[src/hw/rtl/hotspot_servo_tracker_unit_defines.svh]
// assertion macros shared by the tracker rtl
// no dependencies; included by files that carry concurrent checks
`ifndef HOTSPOT_SERVO_TRACKER_UNIT_DEFINES_SVH
`define HOTSPOT_SERVO_TRACKER_UNIT_DEFINES_SVH

// same-cycle implication, disabled while reset is asserted
`define HST_ASSERT_IMP(label, clk, rst_n, ante, cons) \
	label: assert property (@(posedge clk) disable iff (!(rst_n)) (ante) |-> (cons)) \
		else $error("hotspot tracker check failed");

// next-cycle implication, disabled while reset is asserted
`define HST_ASSERT_NXT(label, clk, rst_n, ante, cons) \
	label: assert property (@(posedge clk) disable iff (!(rst_n)) (ante) |=> (cons)) \
		else $error("hotspot tracker check failed");

`endif

[src/hw/rtl/hst_pkg.sv]
// shared widths, parameter defaults, register indexes and types for the hotspot servo tracker
// no dependencies
package hst_pkg;

	localparam int unsigned FRAME_PIXELS_DEF = 768;
	localparam int unsigned ROW_WIDTH_DEF    = 32;

	localparam int unsigned TEMP_W = 16;
	localparam int unsigned IDX_W  = 10;
	localparam int unsigned POS_W  = 8;
	localparam int unsigned CRD_W  = 5;
	// full coordinate width, one bit wider than a pixel index
	localparam int unsigned CW_W   = IDX_W + 1;

	typedef enum logic [2:0] {
		REG_BAND    = 3'd0,
		REG_OFFSET  = 3'd1,
		REG_HMIN    = 3'd2,
		REG_HMAX    = 3'd3,
		REG_VMIN    = 3'd4,
		REG_VMAX    = 3'd5,
		REG_COL_CTR = 3'd6,
		REG_ROW_CTR = 3'd7
	} cfg_reg_t;

	typedef struct packed {
		logic [POS_W-1:0] lo;
		logic [POS_W-1:0] hi;
	} servo_lim_t;

endpackage

[src/hw/rtl/hst_coord.sv]
// column and rounded-up row of a pixel index, by constant reciprocal multiply
// depends on hst_pkg
module hst_coord
	import hst_pkg::*;
#(
	parameter int unsigned ROW_WIDTH = ROW_WIDTH_DEF
) (
	input  logic [IDX_W-1:0] idx,
	output logic [CW_W-1:0]  x,
	output logic [CW_W-1:0]  y
);

	// exact floor division for numerators below 2^11 and divisors up to 64
	localparam int unsigned SHIFT  = 18;
	localparam int unsigned RECIP  = ((1 << SHIFT) + ROW_WIDTH - 1) / ROW_WIDTH;
	localparam int unsigned N_W    = CW_W;
	localparam int unsigned PROD_W = N_W + SHIFT;

	logic [N_W-1:0]    n_lo, n_hi;
	logic [PROD_W-1:0] p_lo, p_hi;
	logic [N_W-1:0]    q_lo, q_hi, rem;

	always_comb begin
		n_lo = {1'b0, idx};
		n_hi = n_lo + N_W'(ROW_WIDTH - 1);
		p_lo = PROD_W'(n_lo) * PROD_W'(RECIP);
		p_hi = PROD_W'(n_hi) * PROD_W'(RECIP);
		q_lo = p_lo[PROD_W-1:SHIFT];
		q_hi = p_hi[PROD_W-1:SHIFT];
		rem  = n_lo - N_W'(q_lo * N_W'(ROW_WIDTH));
		x    = rem;
		y    = q_hi;
	end

endmodule

[src/hw/rtl/hst_servo.sv]
// one-step servo compare update in the given direction, clamped to the limit on that side
// depends on hst_pkg
module hst_servo
	import hst_pkg::*;
(
	input  logic [POS_W-1:0] cur,
	input  servo_lim_t       lim,
	input  logic             down,
	output logic [POS_W-1:0] nxt
);

	logic [POS_W-1:0] v;

	always_comb begin
		if (down) begin
			v   = (cur != '0) ? cur - POS_W'(1) : cur;
			nxt = (v < lim.lo) ? lim.lo : v;
		end else begin
			v   = (cur != '1) ? cur + POS_W'(1) : cur;
			nxt = (v > lim.hi) ? lim.hi : v;
		end
	end

endmodule

[src/hw/rtl/hotspot_servo_tracker_unit.sv]
// hotspot servo tracker top level: input stage, frame maximum, hotspot and servo state
// depends on hst_pkg, hst_coord, hst_servo and hotspot_servo_tracker_unit_defines.svh
//
//  channel  | handshake           | payload
//  ---------+---------------------+-----------------------------------------------
//  in       | in_valid / in_stall | temperature, pixel_index, last_pixel
//  out      | out_valid/out_stall | horizontal_position, vertical_position,
//           |                     | hotspot_index, hotspot_x, hotspot_y
//  cfg      | cfg_we              | cfg_index, cfg_data (write only)
//
// one pixel beat per cycle while in_stall is low; a result leaves after its last_pixel beat
// the input register feeds the frame/hotspot update, which loads the result registers
// a last_pixel beat waits in the input register only while an earlier result is stalled;
// other pixel beats keep flowing during an output stall
// reset is asynchronous and restores register defaults and servo/hotspot state
`include "hotspot_servo_tracker_unit_defines.svh"

module hotspot_servo_tracker_unit
	import hst_pkg::*;
#(
	parameter int unsigned FRAME_PIXELS = FRAME_PIXELS_DEF,
	parameter int unsigned ROW_WIDTH    = ROW_WIDTH_DEF
) (
	input  logic                     clk,
	input  logic                     arst_n,
	input  logic                     in_valid,
	output logic                     in_stall,
	input  logic signed [TEMP_W-1:0] temperature,
	input  logic [IDX_W-1:0]         pixel_index,
	input  logic                     last_pixel,
	output logic                     out_valid,
	input  logic                     out_stall,
	output logic [POS_W-1:0]         horizontal_position,
	output logic [POS_W-1:0]         vertical_position,
	output logic [IDX_W-1:0]         hotspot_index,
	output logic [CRD_W-1:0]         hotspot_x,
	output logic [CRD_W-1:0]         hotspot_y,
	input  logic                     cfg_we,
	input  logic [2:0]               cfg_index,
	input  logic [11:0]              cfg_data
);

	localparam int unsigned EXT_W = TEMP_W + 2;
	localparam logic signed [EXT_W-1:0] TEMP_SAT = EXT_W'(32767);

	// configuration
	logic [11:0]      band_q, offset_q;
	logic [POS_W-1:0] hmin_q, hmax_q, vmin_q, vmax_q;
	logic [CRD_W-1:0] col_ctr_q, row_ctr_q;

	// input register
	logic                     s1_valid;
	logic signed [TEMP_W-1:0] temp_s1;
	logic [IDX_W-1:0]         idx_s1;
	logic [CW_W-1:0]          x_s1, y_s1;
	logic                     last_s1;

	// frame and tracking state
	logic signed [TEMP_W-1:0] fmax_q;
	logic [IDX_W-1:0]         fmax_idx_q;
	logic [CW_W-1:0]          fmax_x_q, fmax_y_q;
	logic                     open_q;
	logic signed [TEMP_W-1:0] ref_q;
	logic [IDX_W-1:0]         trk_idx_q;
	logic [CW_W-1:0]          trk_x_q, trk_y_q;
	logic [POS_W-1:0]         hcmp_q, vcmp_q;
	logic                     out_valid_q;

	logic [CW_W-1:0]  in_x, in_y;
	logic             accept, advance, fire;
	logic             counted, take, open_nxt, move;
	logic signed [TEMP_W-1:0] mx;
	logic [IDX_W-1:0]         mi;
	logic [CW_W-1:0]          mxx, myy;
	logic signed [EXT_W-1:0]  mx_ext, ref_ext, band_ext, off_ext, sum_ext;
	logic signed [TEMP_W-1:0] ref_nxt;
	logic [IDX_W-1:0]         trk_idx_n;
	logic [CW_W-1:0]          trk_x_n, trk_y_n;
	logic [POS_W-1:0]         h_nxt, v_nxt;
	servo_lim_t               h_lim, v_lim;

	hst_coord #(
		.ROW_WIDTH(ROW_WIDTH)
	) u_coord (
		.idx(pixel_index),
		.x  (in_x),
		.y  (in_y)
	);

	// a last beat can only move on once the result register is free
	assign advance  = !last_s1 || !out_valid_q || !out_stall;
	assign fire     = s1_valid && advance;
	assign in_stall = s1_valid && !advance;
	assign accept   = in_valid && !in_stall;

	always_comb begin
		counted  = ({1'b0, idx_s1} < (IDX_W + 1)'(FRAME_PIXELS));
		take     = counted && (!open_q || (temp_s1 > fmax_q));
		open_nxt = open_q || counted;
		mx       = take ? temp_s1 : fmax_q;
		mi       = take ? idx_s1 : fmax_idx_q;
		mxx      = take ? x_s1 : fmax_x_q;
		myy      = take ? y_s1 : fmax_y_q;

		mx_ext   = EXT_W'(mx);
		ref_ext  = EXT_W'(ref_q);
		band_ext = $signed({{(EXT_W-12){1'b0}}, band_q});
		off_ext  = $signed({{(EXT_W-12){1'b0}}, offset_q});
		move     = (mx_ext > ref_ext + band_ext) || (mx_ext < ref_ext - band_ext);
		sum_ext  = mx_ext + off_ext;
		ref_nxt  = (sum_ext > TEMP_SAT) ? TEMP_SAT[TEMP_W-1:0] : sum_ext[TEMP_W-1:0];

		if (open_nxt && move) begin
			trk_idx_n = mi;
			trk_x_n   = mxx;
			trk_y_n   = myy;
		end else begin
			trk_idx_n = trk_idx_q;
			trk_x_n   = trk_x_q;
			trk_y_n   = trk_y_q;
		end

		h_lim = '{lo: hmin_q, hi: hmax_q};
		v_lim = '{lo: vmin_q, hi: vmax_q};
	end

	hst_servo u_servo_h (
		.cur (hcmp_q),
		.lim (h_lim),
		.down(trk_x_n > CW_W'(col_ctr_q)),
		.nxt (h_nxt)
	);

	hst_servo u_servo_v (
		.cur (vcmp_q),
		.lim (v_lim),
		.down(trk_y_n > CW_W'(row_ctr_q)),
		.nxt (v_nxt)
	);

	always_ff @(posedge clk or negedge arst_n) begin
		if (!arst_n) begin
			band_q    <= 12'd32;
			offset_q  <= 12'd80;
			hmin_q    <= POS_W'(25);
			hmax_q    <= POS_W'(125);
			vmin_q    <= POS_W'(50);
			vmax_q    <= POS_W'(100);
			col_ctr_q <= CRD_W'(16);
			row_ctr_q <= CRD_W'(12);
		end else if (cfg_we) begin
			case (cfg_reg_t'(cfg_index))
				REG_BAND:    band_q    <= cfg_data;
				REG_OFFSET:  offset_q  <= cfg_data;
				REG_HMIN:    hmin_q    <= cfg_data[POS_W-1:0];
				REG_HMAX:    hmax_q    <= cfg_data[POS_W-1:0];
				REG_VMIN:    vmin_q    <= cfg_data[POS_W-1:0];
				REG_VMAX:    vmax_q    <= cfg_data[POS_W-1:0];
				REG_COL_CTR: col_ctr_q <= cfg_data[CRD_W-1:0];
				REG_ROW_CTR: row_ctr_q <= cfg_data[CRD_W-1:0];
				default:     ;
			endcase
		end
	end

	always_ff @(posedge clk or negedge arst_n) begin
		if (!arst_n) begin
			s1_valid <= 1'b0;
		end else if (accept) begin
			s1_valid <= 1'b1;
		end else if (advance) begin
			s1_valid <= 1'b0;
		end
	end

	always_ff @(posedge clk) begin
		if (accept) begin
			temp_s1 <= temperature;
			idx_s1  <= pixel_index;
			x_s1    <= in_x;
			y_s1    <= in_y;
			last_s1 <= last_pixel;
		end
	end

	// frame maximum is only read after the first counted pixel wrote it
	always_ff @(posedge clk) begin
		if (fire && !last_s1) begin
			fmax_q <= mx;
		end
	end

	always_ff @(posedge clk or negedge arst_n) begin
		if (!arst_n) begin
			fmax_idx_q  <= '0;
			fmax_x_q    <= '0;
			fmax_y_q    <= '0;
			open_q      <= 1'b0;
			ref_q       <= TEMP_W'(16);
			trk_idx_q   <= '0;
			trk_x_q     <= '0;
			trk_y_q     <= '0;
			hcmp_q      <= POS_W'(75);
			vcmp_q      <= POS_W'(75);
			out_valid_q <= 1'b0;
		end else begin
			if (fire && last_s1) begin
				open_q      <= 1'b0;
				trk_idx_q   <= trk_idx_n;
				trk_x_q     <= trk_x_n;
				trk_y_q     <= trk_y_n;
				hcmp_q      <= h_nxt;
				vcmp_q      <= v_nxt;
				out_valid_q <= 1'b1;
				if (open_nxt) begin
					ref_q <= ref_nxt;
				end
			end else begin
				if (fire) begin
					fmax_idx_q <= mi;
					fmax_x_q   <= mxx;
					fmax_y_q   <= myy;
					open_q     <= open_nxt;
				end
				if (!out_stall) begin
					out_valid_q <= 1'b0;
				end
			end
		end
	end

	assign out_valid           = out_valid_q;
	assign horizontal_position = hcmp_q;
	assign vertical_position   = vcmp_q;
	assign hotspot_index       = trk_idx_q;
	assign hotspot_x           = trk_x_q[CRD_W-1:0];
	assign hotspot_y           = trk_y_q[CRD_W-1:0];

	`HST_ASSERT_IMP(a_stall_only_when_held, clk, arst_n, in_stall, s1_valid && last_s1)
	`HST_ASSERT_NXT(a_frame_closes, clk, arst_n, fire && last_s1, !open_q && out_valid_q)
	`HST_ASSERT_NXT(a_result_drains, clk, arst_n,
		out_valid_q && !out_stall && !(fire && last_s1), !out_valid_q)
	`HST_ASSERT_IMP(a_tracked_in_frame, clk, arst_n, 1'b1,
		{1'b0, trk_idx_q} < (IDX_W + 1)'(FRAME_PIXELS))

endmodule
[config.mk]
export PLATFORM = sky130hd
export DESIGN_NAME = hotspot_servo_tracker_unit
export DESIGN_NICKNAME = d
export VERILOG_FILES = /design/src/hw/rtl/hst_pkg.sv /design/src/hw/rtl/hst_coord.sv /design/src/hw/rtl/hst_servo.sv /design/src/hw/rtl/hotspot_servo_tracker_unit.sv
export VERILOG_INCLUDE_DIRS = /design/src /design/src/hw/rtl
export SDC_FILE = /design/constraint.sdc
export NUM_CORES = 1
export LEC_CHECK = 0
export BUFFER_PORTS_ARGS = -buffer_cell sky130_fd_sc_hd__buf_2
export CAP_MARGIN = 20
export CORE_MARGIN = 2
export CORE_UTILIZATION = 56
export DETAILED_ROUTE_END_ITERATION = 6
export PLACE_DENSITY_LB_ADDON = 0.05
export SYNTH_ARGS = -nofsm -noshare
export SYNTH_HDL_FRONTEND = slang
export SYNTH_SLANG_ARGS = --single-unit
export TNS_END_PERCENT = 5
[constraint.sdc]
create_clock -name clk -period 7.44 [get_ports clk]
set_input_delay 1.488 -clock clk [delete_from_list [all_inputs] [get_ports clk]]
set_output_delay 1.488 -clock clk [all_outputs]
set_load 0.01 [all_outputs]
* After elaboration in Yosys (flattened, before gate mapping)
Index checks and enable logic that the tools add are counted.
** Storage, ports and cells
- Logic and storage cells :: 114
- Output and inout port bits :: 38
- Register bits :: 225
** Operators by class
- Eq/ne operators :: 10
- Multiplexer cells :: 23
- $add $sub $neg :: 9
- Bitwise operators :: 1
- Reduce and logical (&&, ||, !) cells :: 34
- Magnitude comparators :: 11
** Operators with widths (number)
- 8-bit 2-to-1 mux :: 10
- 11-bit 2-to-1 mux :: 4
- 16-bit by 13-bit adder with 17-bit output :: 2
- 16-bit 2-to-1 mux :: 2
- 11-bit by 5-bit greater-than comparator with 1-bit output :: 2
- 2-bit AND reduction :: 11
- 16-bit by 17-bit greater-than comparator with 1-bit output :: 1
- 17-bit by 16-bit greater-than comparator with 1-bit output (second input constant) :: 1
- 16-bit by 17-bit < comparator with 1-bit output :: 1
- 16-bit by 13-bit subtractor with 17-bit output :: 1
- 8-bit by 1-bit adder with 8-bit output (second input constant) :: 2
- 16-bit greater-than comparator :: 1
- 8-bit greater-than comparator :: 2
- 8-bit < comparator :: 2
- 8-bit != test (second input constant) :: 2
- 8-bit nonzero test :: 2
- 8-bit by 1-bit subtractor with 8-bit output (second input constant) :: 2
- 3-bit equality test (second input constant) :: 4
- 10-bit by 5-bit adder with 11-bit output (second input constant) :: 1
- 10-bit by 10-bit subtractor with 11-bit output :: 1
- 10-bit < comparator (second input constant) :: 1
- 10-bit 2-to-1 mux :: 1
- 1-bit logical AND :: 7
- 3-bit by 2-bit equality test with 1-bit output (second input constant) :: 2
- 8 further kinds :: 23

* Depth between registers and ports, before layout
Gate-level depths: netlist of the first run.
- Depth after elaboration :: 10
- Gate-level depth with buffers :: 36
- Depth with buffers taken out :: 35

* Modules after synthesis
From an unflattened synthesis of the first run, not the netlist that was laid out.
** Unflattened totals
- Cells, all modules :: 1377
- Area total of the unflattened synthesis :: 14772.9 um^2
** By module, submodules not included
- hotspot_servo_tracker_unit :: cells an instance 1062, sequential area each 6118.4 um^2, instances 1, area each 12443.2 um^2
- hst_servo :: cells an instance 142, sequential area each 0.0 um^2, instances 2, area each 1044.8 um^2
- hst_coord :: cells an instance 31, sequential area each 0.0 um^2, instances 1, area each 240.2 um^2

* Least setup slack after synthesis of the first run
Ideal clock, no wire load.
- Path type :: register to register
- Start point :: register fmax_q[3]
- End point :: register vcmp_q[3] (netlist: vertical_position[3])
- Arrival :: 7.958 ns
- Path buffers :: 6
- Stages on the path, launching flop included :: 37
- Path slack :: -0.629 ns
- Library setup time :: 0.111 ns
- Required time :: 7.329 ns
- Cells stage by stage :: edfxtp_1 -> clkbuf_1 -> inv_1 -> ha_1 -> a21oi_1 -> o221ai_1 -> o21a_1 -> a32o_2 -> nor2_8 -> buf_4 -> clkbuf_1 -> buf_1 -> clkbuf_1 -> mux2_2 -> ha_1 -> a21o_1 -> a21o_1 -> a21o_1 -> a21o_1 -> a221o_1 -> a211oi_1 -> nand2_1 -> o31a_1 -> a311o_2 -> nand2_1 -> mux2_2 -> ha_1 -> nor2b_1 -> o21a_1 -> o21ai_0 -> nand2b_1 -> a21oi_1 -> a31oi_1 -> a31o_1 -> buf_6 -> or4_1 -> o311ai_0
** Between the ends
- Longest elaborated chain between the ends :: 10
** Ends and longest elaborated chain
- start, declared :: line hotspot_servo_tracker_unit.sv:59 : logic signed [TEMP_W-1:0] fmax_q;
- start signal, assigned :: line hotspot_servo_tracker_unit.sv:189 : fmax_q <= mx;
- 16-bit greater-than comparator * :: line hotspot_servo_tracker_unit.sv:98 : take = counted && (!open_q || (temp_s1 > fmax_q));
- 1-bit logical OR * :: line hotspot_servo_tracker_unit.sv:98
- 1-bit logical AND * :: line hotspot_servo_tracker_unit.sv:98
- 16-bit 2-to-1 mux * :: line hotspot_servo_tracker_unit.sv:100 : mx = take ? temp_s1 : fmax_q;
- via mx[9] :: line hotspot_servo_tracker_unit.sv:72 : logic signed [TEMP_W-1:0] mx;
- 16-bit by 17-bit greater-than comparator with 1-bit output / 16-bit by 17-bit < comparator with 1-bit output (equally long branches) :: line hotspot_servo_tracker_unit.sv:109 : move = (mx_ext > ref_ext + band_ext) || (mx_ext < ref_ext - band_ext);
- 1-bit logical OR * :: line hotspot_servo_tracker_unit.sv:109
- 1-bit logical AND * :: line hotspot_servo_tracker_unit.sv:113 : if (open_nxt && move) begin
- 11-bit 2-to-1 mux * :: line hotspot_servo_tracker_unit.sv:113
- via trk_y_n[1] :: line hotspot_servo_tracker_unit.sv:78 : logic [CW_W-1:0] trk_x_n, trk_y_n;
- 11-bit by 5-bit greater-than comparator with 1-bit output * :: line hotspot_servo_tracker_unit.sv:137 : .down(trk_y_n > CW_W'(row_ctr_q)),
- 8-bit 2-to-1 mux * :: line hst_servo.sv:15 : if (down) begin
- end signal, assigned :: line hotspot_servo_tracker_unit.sv:213 : vcmp_q <= v_nxt;
- end, declared :: line hotspot_servo_tracker_unit.sv:66 : logic [POS_W-1:0] hcmp_q, vcmp_q;
Mark *: on every way through the listed nets, which the timed path passes. The rest lies on a longest branch.
A chain may end at the register's enable or synchronous reset.

* Worst setup path in the final report of the first run
- Start point :: register temp_s1[14]
- End point :: register vcmp_q[2] (netlist: vertical_position[2])
** Between the ends
- Longest elaborated chain between the ends :: 10
** Ends and longest elaborated chain
- start, declared :: line hotspot_servo_tracker_unit.sv:53 : logic signed [TEMP_W-1:0] temp_s1;
- start signal, assigned :: line hotspot_servo_tracker_unit.sv:178 : temp_s1 <= temperature;
- 16-bit greater-than comparator * :: line hotspot_servo_tracker_unit.sv:98
- 1-bit logical OR * :: line hotspot_servo_tracker_unit.sv:98
- 1-bit logical AND * :: line hotspot_servo_tracker_unit.sv:98
- 16-bit 2-to-1 mux * :: line hotspot_servo_tracker_unit.sv:100
- via mx[10] :: line hotspot_servo_tracker_unit.sv:72
- 16-bit by 17-bit greater-than comparator with 1-bit output / 16-bit by 17-bit < comparator with 1-bit output (equally long branches) :: line hotspot_servo_tracker_unit.sv:109
- 1-bit logical OR * :: line hotspot_servo_tracker_unit.sv:109
- 1-bit logical AND * :: line hotspot_servo_tracker_unit.sv:113
- 11-bit 2-to-1 mux * :: line hotspot_servo_tracker_unit.sv:113
- via trk_y_n[2] :: line hotspot_servo_tracker_unit.sv:78
- 11-bit by 5-bit greater-than comparator with 1-bit output * :: line hotspot_servo_tracker_unit.sv:137
- 8-bit 2-to-1 mux * :: line hst_servo.sv:15
Marks and branches as above.

==> results of run 1 <==
==> placed cells by master, fill, tap and decap left out, types with 6 or more instances in the layout <==
| cell type | synthesis | final |
|---|---|---|
| nand2_1 | 177 | 176 |
| dfrtp_1 | 135 | 134 |
| ha_1 | 122 | 120 |
| inv_1 | 114 | 114 |
| o21ai_0 | 91 | 84 |
| mux2_2 | 84 | 84 |
| buf_2 | 3 | 83 |
| nor2_1 | 79 | 77 |
| a21oi_1 | 67 | 61 |
| xnor2_1 | 50 | 50 |
| edfxtp_1 | 49 | 49 |
| mux2i_1 | 38 | 38 |
| buf_4 | 12 | 36 |
| dfstp_2 | 30 | 30 |
| clkbuf_16 | 0 | 25 |
| nand4_1 | 24 | 24 |
| a31oi_1 | 23 | 22 |
| a21o_1 | 20 | 20 |
| and2_1 | 20 | 20 |
| nor3_1 | 21 | 19 |
| nand3_1 | 18 | 18 |
| o21a_1 | 17 | 16 |
| xor2_1 | 15 | 15 |
| nor2b_1 | 14 | 14 |
| nand2b_1 | 13 | 13 |
| or4_1 | 12 | 12 |
| o21ai_1 | 3 | 8 |
| o211ai_1 | 8 | 8 |
| and3_1 | 7 | 7 |
| o221ai_1 | 7 | 7 |
| o21bai_1 | 7 | 7 |
| a21boi_0 | 7 | 7 |
| o311ai_0 | 10 | 7 |
| clkinv_2 | 0 | 7 |
| a21oi_2 | 0 | 6 |
| maj3_1 | 6 | 6 |
==> metrics by stage <==
stage | utilization, % | TNS [ns] | instances | hold slack, ns | power, uW
finish | 64.41 | 0 | 1851 | 0.4656 | 6575
detailed placement | 60.17 | -0.5604 | 1796 | 0.4521 | 5167
global placement | 60.17 | 0 | 1796 | 0.4499 | 5107
global route | 64.41 | 0 | 1851 | 0.4905 | 7121
floorplan | - | 0 | 1424 | 0.4365 | 4358
CTS | 63.58 | 0 | 1840 | 0.4648 | 6439
==> cell type report <==
cell class / count / area (sq um) / area share [%]
inverter: 114 / 427.9 / 2.740
sequential: 214 / 5639 / 36.11
clock inverter: 17 / 187.7 / 1.202
timing repair buffer: 122 / 749.5 / 4.799
multi-input combinational: 1033 / 7577 / 48.51
tap: 324 / 405.4 / 2.596
clock buffer: 27 / 631.9 / 4.046
==> routing by layer <==
layer	track usage, %	wire [microns]	part of all wire (%)
met2	41.03	15150	45
met1	38.52	16430	49
met4	6.088	674	2.0
met5	0	0	0
met3	3.570	1604	4.7
==> flip-flops by register name (all words and copies together) (netlist names), 5 cells and up <==
register and flops:
band_q 12, col_ctr_q 5, fmax_idx_q 10, fmax_q 16, fmax_x_q 11, fmax_y_q 11
hmax_q 8, hmin_q 8, horizontal_position 8, hotspot_index 10, idx_s1 10, offset_q 12
ref_q 16, row_ctr_q 5, temp_s1 16, trk_x_q 11, trk_y_q 11, vertical_position 8
vmax_q 8, vmin_q 8, y_s1 6
==> power by group <==
group	internal (uW)	switching (uW)	total, uW	leakage [uW]
clock network	719	500	1220	0.000402
logic	1610	1950	3560	0.00427
registers	1520	279	1790	0.00246
total	3840	2730	6570	0.00714
==> worst max-delay path by stage <==
| stage | to | from | slack [ns] |
|---|---|---|---|
| floorplan | vertical_position[3] | fmax_q[3] | 0.03 |
| finish | vertical_position[2] | temp_s1[14] | 0.32 |
| global placement | vertical_position[4] | ref_q[0] | 0.11 |
| CTS | vertical_position[1] | ref_q[0] | 0.03 |
| global route | vertical_position[4] | ref_q[0] | 0.01 |
| detailed placement | vertical_position[1] | ref_q[0] | -0.09 |
==> worst reg2reg max path, delay by kind of cell (launching register included) <==
| kind | cells | cell delay (ns) |
|---|---|---|
| AOI/OAI and AO/OA | 16 | 3.64 |
| adders and majority gates | 3 | 0.98 |
| buffers and inverters | 1 | 0.15 |
| DFF | 1 | 0.41 |
| muxes | 2 | 0.76 |
| and+or+nand+nor | 7 | 1.06 |
==> cells in the mapped netlist, types with 4 or more instances <==
| cell | count | area share (%) |
|---|---|---|
| o21a_1 | 17 | 0.92 |
| xnor2_1 | 50 | 3.2 |
| a31oi_1 | 23 | 1.0 |
| o21bai_1 | 7 | 0.38 |
| and3_1 | 7 | 0.32 |
| or2_2 | 4 | 0.18 |
| a21o_1 | 20 | 1.1 |
| buf_1 | 4 | 0.11 |
| xor2_1 | 15 | 0.95 |
| or4_1 | 12 | 0.65 |
| o211ai_1 | 8 | 0.43 |
| dfrtp_1 | 135 | 24 |
| dfstp_2 | 30 | 5.7 |
| maj3_1 | 6 | 0.43 |
| nand3_1 | 18 | 0.65 |
| nor2_1 | 79 | 2.1 |
| edfxtp_1 | 49 | 11 |
| ha_1 | 122 | 11 |
| clkbuf_1 | 44 | 1.2 |
| nand2_1 | 177 | 4.8 |
| nor2b_1 | 14 | 0.63 |
| a211oi_1 | 4 | 0.22 |
| and2_1 | 20 | 0.90 |
| mux2i_1 | 38 | 2.8 |
| inv_1 | 114 | 3.1 |
| mux2_2 | 84 | 6.8 |
| nor3_1 | 21 | 0.76 |
| a21boi_0 | 7 | 0.38 |
| nor4_1 | 4 | 0.18 |
| nand2b_1 | 13 | 0.59 |
| nand4_1 | 24 | 1.1 |
| o21ai_0 | 91 | 3.3 |
| o221ai_1 | 7 | 0.44 |
| buf_4 | 12 | 0.65 |
| o311ai_0 | 10 | 0.63 |
| a21oi_1 | 67 | 2.4 |
==> what timing repair did <==
action	4_1_cts	5_1_grt
cloned	0	1
hold buffers	0	0
resized for setup	3	27
buffers inserted	0	8
setup endpoints to repair	13	16
pin swaps	1	17
==> logic make-up after synthesis <==
| group | share of synthesized area, % |
|---|---|
| DFF | 40.78 |
| buffers and inverters | 5.240 |
| xor gates and xnor gates | 4.561 |
| adders and majority gates | 11.91 |
| and+or+nand+nor | 14.14 |
| muxes | 9.593 |
| AOI/OAI and AO/OA | 13.77 |
==> out/metrics.yaml, run 1 <==
rrSetupSlack_ns: 0.32
worst_voltage_drop_across_the_vdd_grid_v: 0.0002573
whs_path_depth: 2
post-route-min-period_ns: 7.123
worst_skew_pair.late_latency_ns: 0.55
antennaDiodeCount: 0
yosys_warnings: 0
root_buffer_cell: "clkbuf_16"
detailedRoute.firstPassIterationCount: 5
hold_path_class: "reg -> reg"
tritoncts_clock_tree: "built"
static-leakage-power_uw: 0.007136
grt_start_max_net_pins: 86
crit_path_max_incr_delay_ns: 0.48
placementRows: 57
grt_antenna_before_repair: 1
async_reset_ff_share_pct: 77.10
yosys.cell_types.count: 76
synth_area_sq_um: 13830
globalplace.congestion: 0.9010
fraction_of_final_layout_cells_with_drive_strength_greater_than_1_pct: 20.56
timing_worst_slew_pin_value_ns: 1.011
final_area_sq_um: 15620
grt_remaining_overflow: 0
route.vias.total: 10640
wl_per_cell_microns: 18.29
num_io_pins: 85
synth_fp_nets: 1596
slowest_stage: "a311o_2"
core_area_sq_um: 24250
final_nets: 1681
hold_path.startpoint: "idx_s1[5]"
numCtsBuffers: 24
unrepaired_setup_endpoints_after_global_routing: "false"
fmaxAchievable_mhz: 140.4
worstReg2RegStart: "temp_s1[14]"
final.setup_skew_ns: 0.02733
crit_required_ns: 7.85
cts.path.max_buffers: 3
worst-r2r-cell-count: 29
grt_pass1_wl_microns: 54390
synthesis.area_per_instance_sq_um: 9.709
finalSetupViolCount: 0
critPathCaptureType: "register"
dpl_cell_area_sq_um: 14590
timing_hold_violations_final: 0
layout_setup_ws_ns: 0.3170
final_max_slew_viol_count: 0
start_util_pct: 57.02
remaining_drc_errors: 0
drt_wl_total_microns: 33860
post_drt_via_cell_ratio: 5.748
grt_pass1_vias: 10320
timing.rr.end: "vertical_position[2]"
cts_htree_levels: 1
seq_total_area_yosys_pct: 40.78
dominantRegCellSynth: "dfrtp_1"
drt-initial-drc-count: 640
die_height_microns: 161.1
cp_num_cells: 29
power_density_nw_per_um2: 421.0
synth_edf_count: 49
ys_ff_latch: 214
max_transition_margin_pct: 32.63
outcome: "completed"
die_width_microns: 161.1
fp.dieArea_sq_um: 25960
path_common_cell: "a21o_1"
hold-path-endpoint: "fmax_idx_q[5]"
critical-path-top-delay-family: "compound AO/OA/AOI/OAI gates"
drv.max_cap_violation_count: 0
path_buf_inv: 1
io_buffer_count: 84
timing.final.crit_share_pct: 95.74
worstPathArrival_ns: 7.54
dpl.hpwl_microns: 24090
cts_num_sinks: 214
track_usage_pct: 26.08
clkTransAtPathRegs_ns: 0.06
timing.critical_path.fanout_max: 8
postSynthCellCount: 1424
setup.worst_path.class: "reg -> reg"
antenna_left: 0
startpoint_class_of_the_critical_path: "register"
place_worst_setup_slack_ns: -0.09490
syn_to_final_growth_pct: 12.97
n_fill_cell: 1997
No activity file was read; power rests on OpenSTA's default activity.
==> run 2, diff against run 1 <==
SETUP_SLACK_MARGIN = 0.3   (was unset)
SYNTH_HIERARCHICAL = 1   (was unset)
==> out/metrics.yaml, run 2 <==
route.vias.total: 10630
num_io_pins: 85
timing.critical_path.fanout_max: 6
path_common_cell: "mux2_4"
slowest_stage: "a2111oi_4"
io_buffer_count: 84
post_drt_via_cell_ratio: 5.741
synthesis.area_per_instance_sq_um: 10.73
drv.max_cap_violation_count: 0
detailedRoute.firstPassIterationCount: 5
unrepaired_setup_endpoints_after_global_routing: "true"
start_util_pct: 56.85
worst_voltage_drop_across_the_vdd_grid_v: 0.0002466
ys_top_cells_by_area: "dfrtp_1 23%, edfxtp_1 13%, ha_1 10%, mux2_2 9.8%, dfstp_2 5.3%"
crit_required_ns: 7.90
cts.path.max_buffers: 3
critPathCaptureType: "register"
final.setup_skew_ns: 0.02453
grt_start_max_net_pins: 103
postSynthCellCount: 1377
synth_edf_count: 65
worst_skew_pair.late_latency_ns: 0.55
timing_hold_violations_final: 0
synth_top_cell_area_share_pct: 22.87
grt_antenna_before_repair: 0
remaining_drc_errors: 0
failed_checks: "setup timing"
antenna_left: 0
cts_htree_levels: 1
fraction_of_final_layout_cells_with_drive_strength_greater_than_1_pct: 27.77
tritoncts_clock_tree: "built"
wl_per_cell_microns: 18.40
post_synth_fa_ha_maj_area_fraction_pct: 11.16
final_core_utilization_pct: 64.65
main_combinational_cell_family_by_area_after_synthesis: "multiplexers"
synth_area_sq_um: 14770
async_reset_ff_share_pct: 71.74
post_synth_mux_area_share_pct: 16.38
post-synth-top-area-cell: "dfrtp_1"
fmaxAchievable_mhz: 123.7
cts_num_sinks: 230
place.detailed.instances: 1794
grt_remaining_overflow: 0
max_transition_margin_pct: 27.41
setup.worst_path.class: "reg -> reg"
placementRows: 59
worstPathArrival_ns: 8.54
final_area_sq_um: 16800
layout.cells.most_common_list: "135 x dfrtp_1, 124 x mux2_2, 119 x ha_1, 114 x inv_1, 83 x buf_2"
finalSetupViolCount: 16
place_worst_setup_slack_ns: -0.4922
timing.final.crit_share_pct: 108.6
mostFrequentLayoutCell: "dfrtp_1"
syn_to_final_growth_pct: 13.71
static-leakage-power_uw: 0.007505
die_height_microns: 166.4
die_width_microns: 166.4
yosys_warnings: 6
numCtsBuffers: 26
root_buffer_cell: "clkbuf_16"
post-route-min-period_ns: 8.081
final_cells: 1851
crit_path_max_incr_delay_ns: 0.41
synth_common_cells: "135 x dfrtp_1, 128 x mux2_2, 122 x ha_1"
antennaDiodeCount: 0
dpl.hpwl_microns: 25070
fp.dieArea_sq_um: 27700
drt_wl_total_microns: 34060
ys_ff_latch: 230
layout_setup_ws_ns: -0.6409
outcome: "finished, violations left"
grt_pass1_vias: 10380
globalplace.congestion: 0.9076
track_usage_pct: 24.38
final_nets: 1668
yosys.cell_types.count: 83
hold_path.startpoint: "fmax_idx_q[8]"
grt_pass1_wl_microns: 55120
most_frequent_cell_after_synthesis: "dfrtp_1"
clkTransAtPathRegs_ns: 0.06
final_max_slew_viol_count: 0
synth-xor-area-share_pct: 3.083
startpoint_class_of_the_critical_path: "register"
core_area_sq_um: 25980
worstReg2RegStart: "ref_q[0]"
hold_path_class: "reg -> reg"
synth_compound_gate_area_share_pct: 12.24
layout_top_registers: "fmax_q: 16 flops, ref_q: 16 flops, temp_s1: 16 flops"
power_density_nw_per_um2: 426.2
seq_total_area_yosys_pct: 41.42
drt-initial-drc-count: 702
timing_worst_slew_pin_value_ns: 1.089
dpl_cell_area_sq_um: 15800
dominantRegCellSynth: "dfrtp_1"
critPathLaunch: "ref_q[0]"
simple_gate_fraction_of_synth_area_pct: 9.926
## run 2: cell count changes after synthesis, moves of 8 or more
cell / change
a21oi_1: +13
a21oi_2: +11
buf_4: +15
o311ai_0: -9
o21a_1: -11
and2_1: -17
mux2_2: +44
mux2_1: +30
mux2i_1: +23
clkbuf_1: -13
o21ai_0: -39
xnor2_1: -8
nand2_1: -106
edfxtp_1: +16
## run 2: final cells by class
class	instances	area [sq um]
clock buffer	39	750.7
clock inverter	9	100.1
fill	2112	9186
inverter	115	431.7
multi-input combinational	971	8018
sequential	230	6118
tap	335	419.2
timing repair buffer	152	960.9
## run 2: path summary, 6_finish.rpt
| path | endpoint | depth (start not counted) | slack [ns] |
|---|---|---|---|
| max | vertical_position[0] | 40 | -0.64 |
| min | fmax_idx_q[8] | 2 | 0.48 |
| max reg2reg | vertical_position[0] | 40 | -0.64 |
| min reg2reg | fmax_idx_q[8] | 2 | 0.48 |
| max in group asynchronous | col_ctr_q[1] | 2 | 4.92 |
| min in group asynchronous | band_q[11] | 1 | 1.05 |
## run 2: what timing repair did
item,4_1_cts,5_1_grt
gates cloned,0,1
pin swaps,1,25
buffers inserted,2,5
hold buffers,0,0
gates resized for setup,4,14
setup endpoints to repair,16,36
## run 2: stage by stage
stage	power, uW	hold WS (ns)	TNS, ns
global placement	5683	0.4605	-3.128
CTS	7088	0.4858	-6.328
finish	7160	0.4823	-8.603
floorplan	4828	0.4492	-1.516
detailed placement	5775	0.4734	-6.107
global route	7732	0.5070	-15.68
## run 2: report_power, final
part           switching [uW]  total [uW]  leakage (uW)  internal [uW]
clock                     521        1260      0.000414            737
combinational            2000        3850       0.00455           1840
sequential                358        2050       0.00254           1690
total                    2880        7160       0.00751           4280
## run 2: critical path: cells and delay by family, from the launching register on
kind	cells	cell delay, ns
AOI/OAI and AO/OA	16	2.88
xor gates and xnor gates	1	0.13
adders and majority gates	7	1.94
buffers and inverters	2	0.10
DFF	1	0.37
muxes	6	1.74
and+or+nand+nor	8	0.85
## run 2: metal layers
metal  track usage (%)  vias up  wire length (microns)
li1                  -     5176                      -
met3             2.709       38                   1458
met5                 0        -                      0
met1             37.24     5197                  17030
met4             4.348        0                    476
met2             38.09      215                  15100
## run 2: kinds of logic (layout without fill, tap and decap cells)
kind of cell               count (synthesis)  count (layout)
AOI/OAI and AO/OA                        268             268
xor gates and xnor gates                  52              52
adders and majority gates                131             131
buffers and inverters                    187             315
DFF                                      230             230
muxes                                    221             222
other                                      1              11
and+or+nand+nor                          287             287
